==> config.mk <==
export PLATFORM = sky130hd
export DESIGN_NAME = text_command_recognizer
export DESIGN_NICKNAME = d
export VERILOG_FILES = /design/src/tcr_pkg.sv /design/src/text_command_recognizer.sv /design/src/tcr_line.sv
export SDC_FILE = /design/constraint.sdc
export NUM_CORES = 1
export LEC_CHECK = 0
export BUFFER_PORTS_ARGS = -buffer_cell sky130_fd_sc_hd__buf_2
export CORE_MARGIN = 3
export CORE_UTILIZATION = 58
export DETAILED_ROUTE_END_ITERATION = 10
export GPL_TIMING_DRIVEN = 0
export PLACE_DENSITY_LB_ADDON = 0.12
export SYNTH_ARGS = -nofsm -noshare
export SYNTH_HDL_FRONTEND = slang
export SYNTH_SLANG_ARGS = --single-unit
==> constraint.sdc <==
create_clock -name i_clk -period 7.6 [get_ports i_clk]
set_input_delay 1.14 -clock i_clk [delete_from_list [all_inputs] [get_ports i_clk]]
set_output_delay 1.14 -clock i_clk [all_outputs]
set_load 0.02 [all_outputs]
==> src/tcr_pkg.sv <==
// Shared types and constants for the text command recognizer.
`default_nettype none

package tcr_pkg;

    typedef struct packed {
        logic [7:0] ch;
        logic       end_of_line;
    } t_in_item;

    typedef struct packed {
        logic [2:0]  command_kind;
        logic [12:0] period_value;
    } t_out_item;

    localparam int unsigned PERIOD_W = 13;

    typedef struct packed {
        logic [PERIOD_W-1:0] period_min;
        logic [PERIOD_W-1:0] period_max;
    } t_bounds;

    typedef enum logic [2:0] {
        KIND_INVALID = 3'd0,
        KIND_LED_ON  = 3'd1,
        KIND_LED_OFF = 3'd2,
        KIND_STATUS  = 3'd3,
        KIND_BLINK   = 3'd4
    } t_kind;

    // config register indexes
    localparam logic CFG_PERIOD_MIN = 1'b0;
    localparam logic CFG_PERIOD_MAX = 1'b1;

    localparam logic [PERIOD_W-1:0] PERIOD_MIN_RST = 13'd50;
    localparam logic [PERIOD_W-1:0] PERIOD_MAX_RST = 13'd5000;
    localparam logic [PERIOD_W-1:0] NUM_MAX        = 13'd8191;

    // keyword slots in the viable mask
    localparam logic [1:0] KW_LED_ON  = 2'd0;
    localparam logic [1:0] KW_LED_OFF = 2'd1;
    localparam logic [1:0] KW_STATUS  = 2'd2;
    localparam logic [1:0] KW_BLINK   = 2'd3;

    localparam logic [3:0] LEN_LED_ON  = 4'd6;
    localparam logic [3:0] LEN_LED_OFF = 4'd7;
    localparam logic [3:0] LEN_STATUS  = 4'd6;
    localparam logic [3:0] PREFIX_LEN  = 4'd6;
    localparam logic [3:0] POS_MAX     = 4'd15;

    // left aligned, first character in the top byte
    localparam logic [63:0] TXT_LED_ON  = {"led on", 16'h0000};
    localparam logic [63:0] TXT_LED_OFF = {"led off", 8'h00};
    localparam logic [63:0] TXT_STATUS  = {"status", 16'h0000};
    localparam logic [63:0] TXT_BLINK   = {"blink ", 16'h0000};

    function automatic logic [3:0] kw_len(input logic [1:0] k);
        logic [3:0] l;
        case (k)
            KW_LED_ON:  l = LEN_LED_ON;
            KW_LED_OFF: l = LEN_LED_OFF;
            KW_STATUS:  l = LEN_STATUS;
            default:    l = PREFIX_LEN;
        endcase
        return l;
    endfunction

    function automatic logic [7:0] kw_char(input logic [1:0] k, input logic [2:0] p);
        logic [63:0] s;
        logic [5:0]  base;
        case (k)
            KW_LED_ON:  s = TXT_LED_ON;
            KW_LED_OFF: s = TXT_LED_OFF;
            KW_STATUS:  s = TXT_STATUS;
            default:    s = TXT_BLINK;
        endcase
        base = {3'd7 - p, 3'b000};
        return s[base +: 8];
    endfunction

endpackage

`default_nettype wire

==> src/text_command_recognizer.sv <==
// Top level of the text command recognizer: handshakes, bounds registers, result register.
//
//  channel | direction | handshake                  | beat
//  --------+-----------+----------------------------+-----------------------------------
//  in      | input     | i_in_valid / o_in_stall    | one character or an end of line
//  out     | output    | o_out_valid / i_out_stall  | command kind and blink period
//  cfg     | input     | i_cfg_valid / o_cfg_ready  | bound index and 13-bit value
//
// One beat per cycle while no end-of-line beat waits. The input register holds each beat
// for the line-state update; end-of-line beats then load the result register.
// Synchronous reset clears the line state and loads the bounds with 50 and 5000.
// Only end-of-line beats wait on a full result register; character beats never do.
`default_nettype none

module text_command_recognizer (
    input  wire                        i_clk,
    input  wire                        i_rst_n,
    input  wire                        i_in_valid,
    output logic                       o_in_stall,
    input  wire tcr_pkg::t_in_item     i_in_data,
    output logic                       o_out_valid,
    input  wire                        i_out_stall,
    output tcr_pkg::t_out_item         o_out_data,
    input  wire                        i_cfg_valid,
    output logic                       o_cfg_ready,
    input  wire                        i_cfg_index,
    input  wire [tcr_pkg::PERIOD_W-1:0] i_cfg_data
);

    logic               r_in_vld;
    tcr_pkg::t_in_item  r_in;
    logic               r_out_vld;
    tcr_pkg::t_out_item r_out;
    tcr_pkg::t_bounds   r_bounds;
    tcr_pkg::t_out_item line_res;

    logic out_free;
    logic proc_fire;

    assign out_free  = !r_out_vld || !i_out_stall;
    assign proc_fire = r_in_vld && (!r_in.end_of_line || out_free);

    assign o_in_stall  = r_in_vld && !proc_fire;
    assign o_out_valid = r_out_vld;
    assign o_out_data  = r_out;
    assign o_cfg_ready = 1'b1;

    tcr_line u_line (
        .i_clk    (i_clk),
        .i_rst_n  (i_rst_n),
        .i_fire   (proc_fire),
        .i_item   (r_in),
        .i_bounds (r_bounds),
        .o_res    (line_res)
    );

    always_ff @(posedge i_clk) begin
        if (!i_rst_n) begin
            r_in_vld <= 1'b0;
        end else if (!o_in_stall) begin
            r_in_vld <= i_in_valid;
        end
        if (i_in_valid && !o_in_stall) begin
            r_in <= i_in_data;
        end
    end

    always_ff @(posedge i_clk) begin
        if (!i_rst_n) begin
            r_out_vld <= 1'b0;
        end else if (proc_fire && r_in.end_of_line) begin
            r_out_vld <= 1'b1;
        end else if (!i_out_stall) begin
            r_out_vld <= 1'b0;
        end
        if (proc_fire && r_in.end_of_line) begin
            r_out <= line_res;
        end
    end

    always_ff @(posedge i_clk) begin
        if (!i_rst_n) begin
            r_bounds.period_min <= tcr_pkg::PERIOD_MIN_RST;
            r_bounds.period_max <= tcr_pkg::PERIOD_MAX_RST;
        end else if (i_cfg_valid && o_cfg_ready) begin
            case (i_cfg_index)
                tcr_pkg::CFG_PERIOD_MIN: r_bounds.period_min <= i_cfg_data;
                tcr_pkg::CFG_PERIOD_MAX: r_bounds.period_max <= i_cfg_data;
                default: ;
            endcase
        end
    end

endmodule

`default_nettype wire

==> src/tcr_line.sv <==
// Line state: keyword tracking, number build-up and end-of-line decode.
`default_nettype none

module tcr_line (
    input  wire                  i_clk,
    input  wire                  i_rst_n,
    input  wire                  i_fire,
    input  wire tcr_pkg::t_in_item i_item,
    input  wire tcr_pkg::t_bounds  i_bounds,
    output tcr_pkg::t_out_item   o_res
);

    logic [3:0]  r_pos, n_pos;
    logic [3:0]  r_viable, n_viable;
    logic [12:0] r_acc, n_acc;
    logic        r_digit_seen, n_digit_seen;
    logic        r_num_bad, n_num_bad;

    logic [16:0] acc_next;
    logic        is_digit;
    logic        past_prefix;
    logic        blink_ok;

    assign past_prefix = (r_pos >= tcr_pkg::PREFIX_LEN);
    assign acc_next = {1'b0, r_acc, 3'b000} + {3'b000, r_acc, 1'b0}
                    + {13'd0, i_item.ch[3:0]};

    always_comb begin
        is_digit = i_item.ch inside {[8'h30:8'h39]};
        n_pos        = r_pos;
        n_viable     = r_viable;
        n_acc        = r_acc;
        n_digit_seen = r_digit_seen;
        n_num_bad    = r_num_bad;

        for (int k = 0; k < 4; k++) begin
            if (r_viable[k] && !(k == tcr_pkg::KW_BLINK && past_prefix)) begin
                if (r_pos >= tcr_pkg::kw_len(2'(k)) ||
                    i_item.ch != tcr_pkg::kw_char(2'(k), r_pos[2:0])) begin
                    n_viable[k] = 1'b0;
                end
            end
        end

        if (past_prefix) begin
            if (is_digit) begin
                n_digit_seen = 1'b1;
                // keep the old value and flag instead of wrapping
                if (acc_next > {4'd0, tcr_pkg::NUM_MAX}) begin
                    n_num_bad = 1'b1;
                end else begin
                    n_acc = acc_next[12:0];
                end
            end else begin
                n_num_bad = 1'b1;
            end
        end

        if (r_pos != tcr_pkg::POS_MAX) begin
            n_pos = r_pos + 4'd1;
        end
    end

    assign blink_ok = r_viable[tcr_pkg::KW_BLINK] && past_prefix && r_digit_seen &&
                      !r_num_bad && (r_acc >= i_bounds.period_min) &&
                      (r_acc <= i_bounds.period_max);

    always_comb begin
        o_res.command_kind = tcr_pkg::KIND_INVALID;
        o_res.period_value = '0;
        if (r_viable[tcr_pkg::KW_LED_ON] && r_pos == tcr_pkg::LEN_LED_ON) begin
            o_res.command_kind = tcr_pkg::KIND_LED_ON;
        end else if (r_viable[tcr_pkg::KW_LED_OFF] && r_pos == tcr_pkg::LEN_LED_OFF) begin
            o_res.command_kind = tcr_pkg::KIND_LED_OFF;
        end else if (r_viable[tcr_pkg::KW_STATUS] && r_pos == tcr_pkg::LEN_STATUS) begin
            o_res.command_kind = tcr_pkg::KIND_STATUS;
        end else if (blink_ok) begin
            o_res.command_kind = tcr_pkg::KIND_BLINK;
            o_res.period_value = r_acc;
        end
    end

    always_ff @(posedge i_clk) begin
        if (!i_rst_n || (i_fire && i_item.end_of_line)) begin
            r_pos        <= '0;
            r_viable     <= '1;
            r_acc        <= '0;
            r_digit_seen <= 1'b0;
            r_num_bad    <= 1'b0;
        end else if (i_fire) begin
            r_pos        <= n_pos;
            r_viable     <= n_viable;
            r_acc        <= n_acc;
            r_digit_seen <= n_digit_seen;
            r_num_bad    <= n_num_bad;
        end
    end

endmodule

`default_nettype wire
# After elaboration in Yosys (flattened, before gate mapping)
# Index checks and enable logic that the tools add are counted.
# op_classes
n_addsub,4
magnitude_cmp,10
n_eq_ne,9
shifts,4
n_mux,21
bitwise,3
n_reduce_logical,38
# ops
cell,count
$mux 64,4
$shiftx 64x7->8,4
$ne 8x8->1,4
$add 16x14->17,1
$add 17x4->17,1
$gt 17x13->1 const B,1
$ge 4x4->1,4
$mux 16,1
$mux 4,4
$logic_and 1x1->1,14
$ge 13x13->1,1
$le 13x13->1,1
$mux 1,10
$reduce_and 3->1,3
$eq 4x3->1 const B,2
$ge 8x6->1 const B,1
$le 8x6->1 const B,1
$logic_not 1->1,8
$logic_or 1x1->1,7
$reduce_and 2->1,3
$add 4x1->4 const B,1
$ge 4x3->1 const B,1
$mux 2,2
$ne 4x4->1 const B,1
7 further kinds,9
# word_totals
register_bits,76
input_bits,28
out_inout_bits,19
wordCells,104

# Logic depth before layout (Yosys ltp)
# Gate-level depths: netlist of run 1.
# depth
word_depth,9
ltp_mapped,13
ltp_nobuf,11

# Hierarchy
# From an unflattened synthesis of run 1, not the netlist that was laid out.
# unflattened
hier_cells,541
area_unflattened_um2,4844.6
# modules_own_cells
mod,instances,cells_each,area_per_inst_um2,seq_area_each_um2
tcr_line,1,388,3039.2,460.4
text_command_recognizer,1,153,1805.5,1311.3

# Worst setup path before layout of run 1
# No wires, ideal clock.
# synth_path
path_kind,reg-to-reg
startpoint,register r_in[4] (netlist name)
endpoint,register u_line.r_acc[10]
arrival_ns,3.005
t_required_ns,7.462
path_slack_ns,4.457
stages_incl_launch_ff,14
path_buffers,2
synth_period_minus_slack_ns,3.143
cell_sequence,edfxtp_1 clkbuf_1 inv_1 fa_1 inv_1 ha_1 a211oi_2 o21ai_2 o211ai_1 mux2i_2 o2111ai_2 buf_4 o21ai_0 a21oi_2
# synth_between
elab_chain_cells,4
word_cells_on_any_way,7
# synth_rtl
item,line_no,source
start: declaration,text_command_recognizer.sv:31,tcr_pkg::t_in_item r_in;
start signal: assignment,text_command_recognizer.sv:64,r_in <= i_in_data;
$add 17x4->17,tcr_line.sv:26,"+ {13'd0, i_item.ch[3:0]};"
$gt 17x13->1,tcr_line.sv:49,"if (acc_next > {4'd0, tcr_pkg::NUM_MAX}) begin"
$not 1->1 (no line),n/a,
$reduce_and 4->1 (no line),n/a,
end signal: assignment,tcr_line.sv:93,r_acc <= n_acc;
end: declaration,tcr_line.sv:15,"logic [12:0] r_acc, n_acc;"
# Parallel ways exist; a longest one is shown, timed or not.
# A chain may end at the register's enable or synchronous reset.

# Final worst setup path of run 1
# layout_path
startpoint,register r_in[4] (netlist name)
endpoint,register u_line.r_acc[6]
# Same word-level chain as after synthesis.

==> results of run 1 <==
## cell type report
class	count	area [um^2]
Timing Repair Buffer	45	225
Multi-Input combinational cell	407	2950
Inverter	44	165
Buffer	23	138
Clock inverter	5	51.3
Fill cell	695	2730
Tap cell	105	131
Clock buffer	11	141
Sequential cell	76	1770
## metal layers
metal / up-vias / routed length, um
met2: 132 / 5590
met3: 20 / 672
met4: 0 / 229
met5: - / 0
li1: 2076 / -
met1: 1974 / 5490
## Yosys cell counts (3+ instances only)
cell type	number	area, um^2
a31oi_1	3	18.8
a21oi_1	28	140
nand3_1	13	65.1
and3_1	4	25.0
o21a_1	5	37.5
ha_1	60	751
and2_1	3	18.8
o211ai_1	12	90.1
and4_1	3	26.3
nor3b_1	13	97.6
xor2_1	6	52.6
a21boi_0	19	143
o21ai_1	7	35.0
nand2_1	72	270
nand4_1	4	25.0
clkbuf_1	12	45.0
o2111ai_1	3	26.3
nor2b_1	7	43.8
buf_2	3	15.0
nand2b_1	6	37.5
edfxtp_1	25	751
nor4_1	4	25.0
a21o_1	9	67.6
xnor2_1	13	114
nor2_1	24	90.1
or3_1	4	25.0
o21ai_0	23	115
inv_1	44	165
a21oi_2	10	87.6
dfxtp_1	51	1020
mux2i_1	3	30.0
nand3_2	10	100
nor3_1	8	40.0
buf_4	4	30.0
## worst max-delay path: cells and delay by family (launching register included)
kind | cells | cell delay (ns)
buffers and inverters | 4 | 0.75
adders and majority gates | 2 | 0.93
muxes | 1 | 0.31
AOI/OAI and AO/OA | 6 | 1.19
DFF | 1 | 0.32
## power by group through the flow
stage	Clock [mW]	Sequential [mW]	Combinational [mW]
detailed placement	0	0.453	0.0920
global route	0.327	0.446	0.105
CTS	0.311	0.444	0.0930
global placement	0	0.453	0.0890
finish	0.307	0.444	0.0931
floorplan	0	0.454	0.0605
## cells in the final DEF, fill, tap and decap left out, drive strengths merged, types with 6 or more instances in the layout
cell type	instances
nor2b	8
a21boi	19
inv	44
nand3	23
nor3b	13
ha	60
o21a	6
dfxtp	51
edfxtp	25
xnor2	13
a21o	10
nor3	9
xor2	6
nand2	72
nor2	24
buf	56
clkbuf	23
nand2b	6
a21oi	38
o211ai	13
o21ai	32
## stage by stage
step | cell area (um^2) | utilization [%]
finish | 5570 | 67.2
global route | 5570 | 67.2
CTS | 5570 | 67.2
detailed placement | 5380 | 64.8
global placement | 5380 | 64.8
floorplan | 5020 | -
## flip-flops by register name, summed over array words and instances, names as in the netlist
name,count
r_in_vld,1
u_line.r_acc,13
r_bounds,26
u_line.r_num_bad,1
u_line.r_digit_seen,1
u_line.r_viable,4
u_line.r_pos,4
r_in,9
o_out_valid,1
o_out_data,16
## worst max path at each step
stage | start | to | slack (ns) | cells past startpoint
after global placement | r_in[4] | u_line.r_acc[11] | 4.09 | 13
after floorplan | r_in[4] | u_line.r_acc[10] | 4.46 | 13
after detailed placement | r_in[4] | u_line.r_acc[6] | 3.99 | 13
after global routing | r_in[4] | u_line.r_acc[6] | 3.64 | 13
after CTS | r_in[4] | u_line.r_acc[6] | 3.98 | 13
final | r_in[4] | u_line.r_acc[6] | 3.96 | 13
## cell families (layout without fill, tap and decap cells)
| group | count (synthesis) | count (layout) |
|---|---|---|
| adder cells (fa/ha/maj) | 62 | 62 |
| flip-flops | 76 | 76 |
| AND/OR/NAND/NOR | 178 | 178 |
| multiplexers | 4 | 4 |
| AO/OA/AOI/OAI | 143 | 143 |
| buffers and inverters | 67 | 128 |
| XOR/XNOR | 19 | 19 |
| other | 1 | 1 |
==> metrics.log, run 1 <==
[metrics] result of the run: completed
[metrics] pre-CTS setup slack: 3.99 ns
[metrics] average wire length per cell after detail routing: 16.7 um
[metrics] sequential share of power: 52.6%
[metrics] number of CTS-inserted buffers: 9
[metrics] minimum clock period: 3.64 ns
[metrics] count of inserted antenna diode cells: 0
[metrics] Peak supply drop: 0.102 mV
[metrics] Pwr Total: 844 uW
[metrics] CP arrival: 3.85 ns
[metrics] critical path class: flop to flop
[metrics] switching pwr: 215 uW
[metrics] Hold EP: u_line.r_viable[3]
[metrics] HPWL reported at the end of detailed placement: 9100 um
[metrics] total clock sinks: 76
[metrics] sequential cell area fraction in the yosys report: 35.3%
[metrics] global-route total usage across every layer: 25.7%
[metrics] cell count after placement: 700
[metrics] synthesized net count: 640
[metrics] number of cells traversed by the worst register-to-register path: 13
[metrics] clock edge transition at the registers on the reported setup and hold paths: 0.08 ns
[metrics] Syn Std Cell Area: 5020 um^2
[metrics] number of warnings reported in the yosys synthesis log: 0
[metrics] count of buffers from port buffering: 45
[metrics] Hold Path Stages: 2
[metrics] reg2reg start: r_in[4]
[metrics] postcts setup bufs: 0
[metrics] share of total power in combinational logic: 11.0%
[metrics] ys async rst share: 0%
[metrics] DRT Wirelength: 12000 um
[metrics] vertical die dimension: 99.1 um
[metrics] Global Route met1 Usage: 34.6%
[metrics] Pint: 629 uW
[metrics] std cell rows: 33
[metrics] startpoint type of the worst setup path: flop
[metrics] violation count after the first detailed-route iteration: 220
[metrics] setup TNS: 0 ns
[metrics] global routing usage on met3: 3.68%
[metrics] cell leakage power: 2.36 nW
[metrics] starting density of the core: 60.5%
[metrics] flip-flop cell with the highest count after synthesis: dfxtp_1
[metrics] critical path fanouts, max: 10
[metrics] routability-driven placement congestion ratio: 0.939
[metrics] final instance count without filler cells: 716
[metrics] clock power share: 36.4%
[metrics] multiplexer share of the synthesized area: 0.872%
[metrics] class of the tightest hold or removal check: flop to flop
[metrics] hold-fix buffer count after cts: 0
[metrics] endpoint type of the worst setup path: flop
[metrics] layout-stage area growth over the synthesis result: 10.9%
[metrics] Via Count: 4202
[metrics] setup slack of the most critical reg-to-reg path: 3.96 ns
[metrics] Max Cap Viol: 0
[metrics] peak clock frequency supported by timing: 275 MHz
[metrics] ordered list of cells on the worst path: clkbuf_1 > inv_1 > fa_1 > inv_1 > ha_1 > a211oi_2 > o21ai_2 > o211ai_1 > mux2i_2 > o2111ai_2 > buf_4 > o21ai_0 > a21oi_2
[metrics] area share of xor/xnor cells in the synthesized design: 3.31%
[metrics] Worst Path Required: 7.82 ns
[metrics] Post-CTS Resized: 0
[metrics] detailed-router iteration count before antenna repair: 5
[metrics] largest family of logic cells by synthesized area: compound AO/OA/AOI/OAI gates
[metrics] GR met2 Demand/Resource: 41.4%
[metrics] busiest layer in global routing: met2
[metrics] worst-case clock skew: 0.0133 ns
[metrics] number of nets still failing antenna checks after routing: 0
[metrics] critical hold path startpoint: u_line.r_viable[3]
[metrics] Final Max Slew Viols: 0
[metrics] Cell Pwr Density: 151 nW/um^2
[metrics] cell at the slowest stage of the critical path: fa_1
[metrics] core footprint: 8300 um^2
[metrics] Final Hold Viols: 0
[metrics] ports placed on the boundary: 47
[metrics] crit share post-route: 47.8%
[metrics] overall overflow remaining after global route: 0
[metrics] drt drc: 0
[metrics] synth unique cells: 59
[metrics] pin count of the biggest net entering global routing: 19
[metrics] Least-Margin Pin Slew: 0.943 ns
[metrics] setup repair after global routing missed its margin: false
[metrics] count of endpoints failing setup in the final report: 0
[metrics] clock network latency to the later pin of the worst-skew pair: 0.35 ns
[metrics] number of synthesized flops with an enable pin: 25
[metrics] capture point of the worst reg-to-reg path: u_line.r_acc[6]
[metrics] CP max stage delay: 0.61 ns
[metrics] simple-gate share of the synthesized area: 18.3%
[metrics] number of global-route vias before repair: 4251
[metrics] TritonCTS clock tree: built
[metrics] die outline area: 9820 um^2
[metrics] final critical-path setup slack: 3.96 ns
[metrics] mean post-synth cell area: 9.14 um^2
[metrics] share of total power consumed by net switching: 25.5%
[metrics] wire length of the first global-routing pass: 20200 um
[metrics] most common cell type on the critical path: inv_1
[metrics] Post-Synthesis Cells: 550
[metrics] Slew Limit Headroom: 37.1%
[metrics] worst-case hold slack: 0.449 ns
[metrics] H-tree levels: 3
[metrics] post-synthesis compound-gate area fraction: 20.4%
[metrics] worst-case clock buffer depth: 2
[metrics] initial antenna violation count: 0
[metrics] number of register bits inferred by synthesis: 76
[metrics] CTS Root Cell: clkbuf_8
[metrics] fraction of final layout cells sized beyond drive strength 1: 17.0%
[metrics] vias per inst: 5.87
[metrics] die extent in x: 99.1 um
[metrics] NumNets Final: 696
[metrics] Post-Synth Adder-Cell Area: 15.7%
No activity file was read; power rests on OpenSTA's default activity.
==> run 2: changes to the inputs <==
==> constraint.sdc (replaced) <==
create_clock -name i_clk -period 3.63 [get_ports i_clk]
set_input_delay 0.5445 -clock i_clk [delete_from_list [all_inputs] [get_ports i_clk]]
set_output_delay 0.5445 -clock i_clk [all_outputs]
set_load 0.02 [all_outputs]
==> metrics.log, run 2 (same netlist as run 1, synthesis figures left out) <==
[metrics] setup repair after global routing missed its margin: false
[metrics] final instance count without filler cells: 720
[metrics] drt drc: 0
[metrics] Slew Limit Headroom: 36.6%
[metrics] share of total power consumed by net switching: 25.4%
[metrics] worst-case hold slack: 0.369 ns
[metrics] Cell Pwr Density: 316 nW/um^2
[metrics] sequential share of power: 52.6%
[metrics] HPWL reported at the end of detailed placement: 9100 um
[metrics] class of the tightest hold or removal check: input pin to flop
[metrics] routability-driven placement congestion ratio: 0.939
[metrics] count of buffers from port buffering: 45
[metrics] Worst Path Required: 3.85 ns
[metrics] core utilization of the finished layout: 67.6%
[metrics] CTS Root Cell: clkbuf_8
[metrics] worst-case clock buffer depth: 2
[metrics] result of the run: completed
[metrics] detailed-router iteration count before antenna repair: 5
[metrics] critical path fanouts, max: 10
[metrics] Final Max Slew Viols: 0
[metrics] number of cells traversed by the worst register-to-register path: 12
[metrics] die extent in x: 99.1 um
[metrics] DRT Wirelength: 12100 um
[metrics] count of inserted antenna diode cells: 0
[metrics] pin count of the biggest net entering global routing: 19
[metrics] cell leakage power: 2.39 nW
[metrics] reg2reg start: r_in[4]
[metrics] switching pwr: 450 uW
[metrics] cell count after placement: 700
[metrics] total clock sinks: 76
[metrics] critical path class: flop to flop
[metrics] pre-CTS setup slack: 0.0238 ns
[metrics] number of nets still failing antenna checks after routing: 0
[metrics] CP arrival: 3.65 ns
[metrics] TritonCTS clock tree: built
[metrics] peak clock frequency supported by timing: 291 MHz
[metrics] share of total power in combinational logic: 11.2%
[metrics] vertical die dimension: 99.1 um
[metrics] endpoint type of the worst setup path: flop
[metrics] number of global-route vias before repair: 4251
[metrics] Most flops, register: r_bounds
[metrics] wire length of the first global-routing pass: 20200 um
[metrics] Via Count: 4228
[metrics] hold-fix buffer count after cts: 0
[metrics] setup slack of the most critical reg-to-reg path: 0.20 ns
[metrics] Post-Layout Inst Area: 5610 um^2
[metrics] number of CTS-inserted buffers: 9
[metrics] die outline area: 9820 um^2
[metrics] std cell rows: 33
[metrics] Max Cap Viol: 0
[metrics] Peak supply drop: 0.212 mV
[metrics] overall overflow remaining after global route: 0
[metrics] capture point of the worst reg-to-reg path: u_line.r_acc[11]
[metrics] critical hold path startpoint: i_in_data[0]
[metrics] startpoint type of the worst setup path: flop
[metrics] core footprint: 8300 um^2
[metrics] Hold Path Stages: 1
[metrics] ports placed on the boundary: 47
[metrics] final critical-path setup slack: 0.196 ns
[metrics] Pint: 1.32 mW
[metrics] minimum clock period: 3.43 ns
[metrics] vias per inst: 5.87
[metrics] clock edge transition at the registers on the reported setup and hold paths: 0.08 ns
[metrics] count of endpoints failing setup in the final report: 0
[metrics] crit share post-route: 94.6%
[metrics] violation count after the first detailed-route iteration: 260
[metrics] most common library cell in the layout ignoring fill and taps: nand2_1
[metrics] starting density of the core: 60.5%
[metrics] worst-case clock skew: 0.0132 ns
[metrics] global-route total usage across every layer: 25.7%
[metrics] Hold EP: r_in[0]
[metrics] number of flip-flops under the largest register name: 26
[metrics] setup TNS: 0 ns
[metrics] commonest cells after routing, fill and taps aside: 72 x nand2_1, 60 x ha_1, 51 x dfxtp_1
[metrics] crit path launch: r_in[4]
[metrics] layout-stage area growth over the synthesis result: 11.6%
[metrics] number of filler cells placed in the layout: 691
[metrics] Pwr Total: 1.77 mW
[metrics] clock network latency to the later pin of the worst-skew pair: 0.35 ns
[metrics] initial antenna violation count: 0
[metrics] Least-Margin Pin Slew: 0.951 ns
[metrics] fraction of final layout cells sized beyond drive strength 1: 17.7%
[metrics] clock power share: 36.2%
[metrics] Final Hold Viols: 0
[metrics] NumNets Final: 700
[metrics] average wire length per cell after detail routing: 16.8 um
[metrics] placement-stage cell area: 5380 um^2
[metrics] H-tree levels: 3
-- run 2: changes by cell type in the layout (fill, tap and decap cells not counted) --
cell,delta
o21ai_0,-3
o21ai_1,+3
clkbuf_1,-1
buf_4,+5
-- run 2: power by group through the flow --
| stage | logic [mW] | clock network (mW) | registers, mW |
|---|---|---|---|
| 6_report | 0.199 | 0.640 | 0.931 |
| 5_1_grt | 0.224 | 0.685 | 0.934 |
| 4_1_cts | 0.195 | 0.650 | 0.930 |
| 3_5_place_dp | 0.193 | 0 | 0.949 |
| 3_3_place_gp | 0.186 | 0 | 0.947 |
| 2_1_floorplan | 0.127 | 0 | 0.951 |
-- run 2: repair_timing --
| action | CTS | global route |
|---|---|---|
| gates resized for setup | 0 | 3 |
| endpoints found under the setup margin | 0 | 14 |
| setup buffers | 0 | 5 |
-- run 2: final cells by class --
cell class	instances	area (um^2)	area share, %
Sequential cell	76	1770	31.6
Clock buffer	11	141	2.52
Tap cell	105	131	2.34
Buffer	22	134	2.39
Inverter	44	165	2.95
Multi-Input combinational cell	407	2950	52.6
Clock inverter	5	51.3	0.915
Timing Repair Buffer	50	263	4.69
-- run 2: worst max-delay path, cell delays in order, from the launching register on --
cell       delay (ns)
edfxtp_1         0.47
inv_1            0.14
fa_1             0.61
inv_1            0.06
ha_1             0.32
a211oi_2         0.25
o21ai_2          0.13
o211ai_1         0.30
mux2i_2          0.31
o2111ai_2        0.20
buf_4            0.23
o21ai_0          0.21
a21oi_2          0.08
-- run 2: how the worst max path moves through the flow --
stage	endpoint	cells past startpoint	slack, ns
after floorplan	u_line.r_acc[10]	13	0.49
after global placement	u_line.r_acc[11]	13	0.12
after detailed placement	u_line.r_acc[6]	13	0.02
after CTS	u_line.r_acc[6]	13	0.006
after global routing	u_line.r_acc[11]	12	0.001
final	u_line.r_acc[11]	12	0.20
-- run 2: routing by layer --
metal	GRT usage [%]	up-vias	routed length [um]
met3	3.68	22	793
met4	10.6	0	238
met2	41.4	159	5620
met1	34.6	1968	5410
met5	0	-	0
li1	-	2079	-
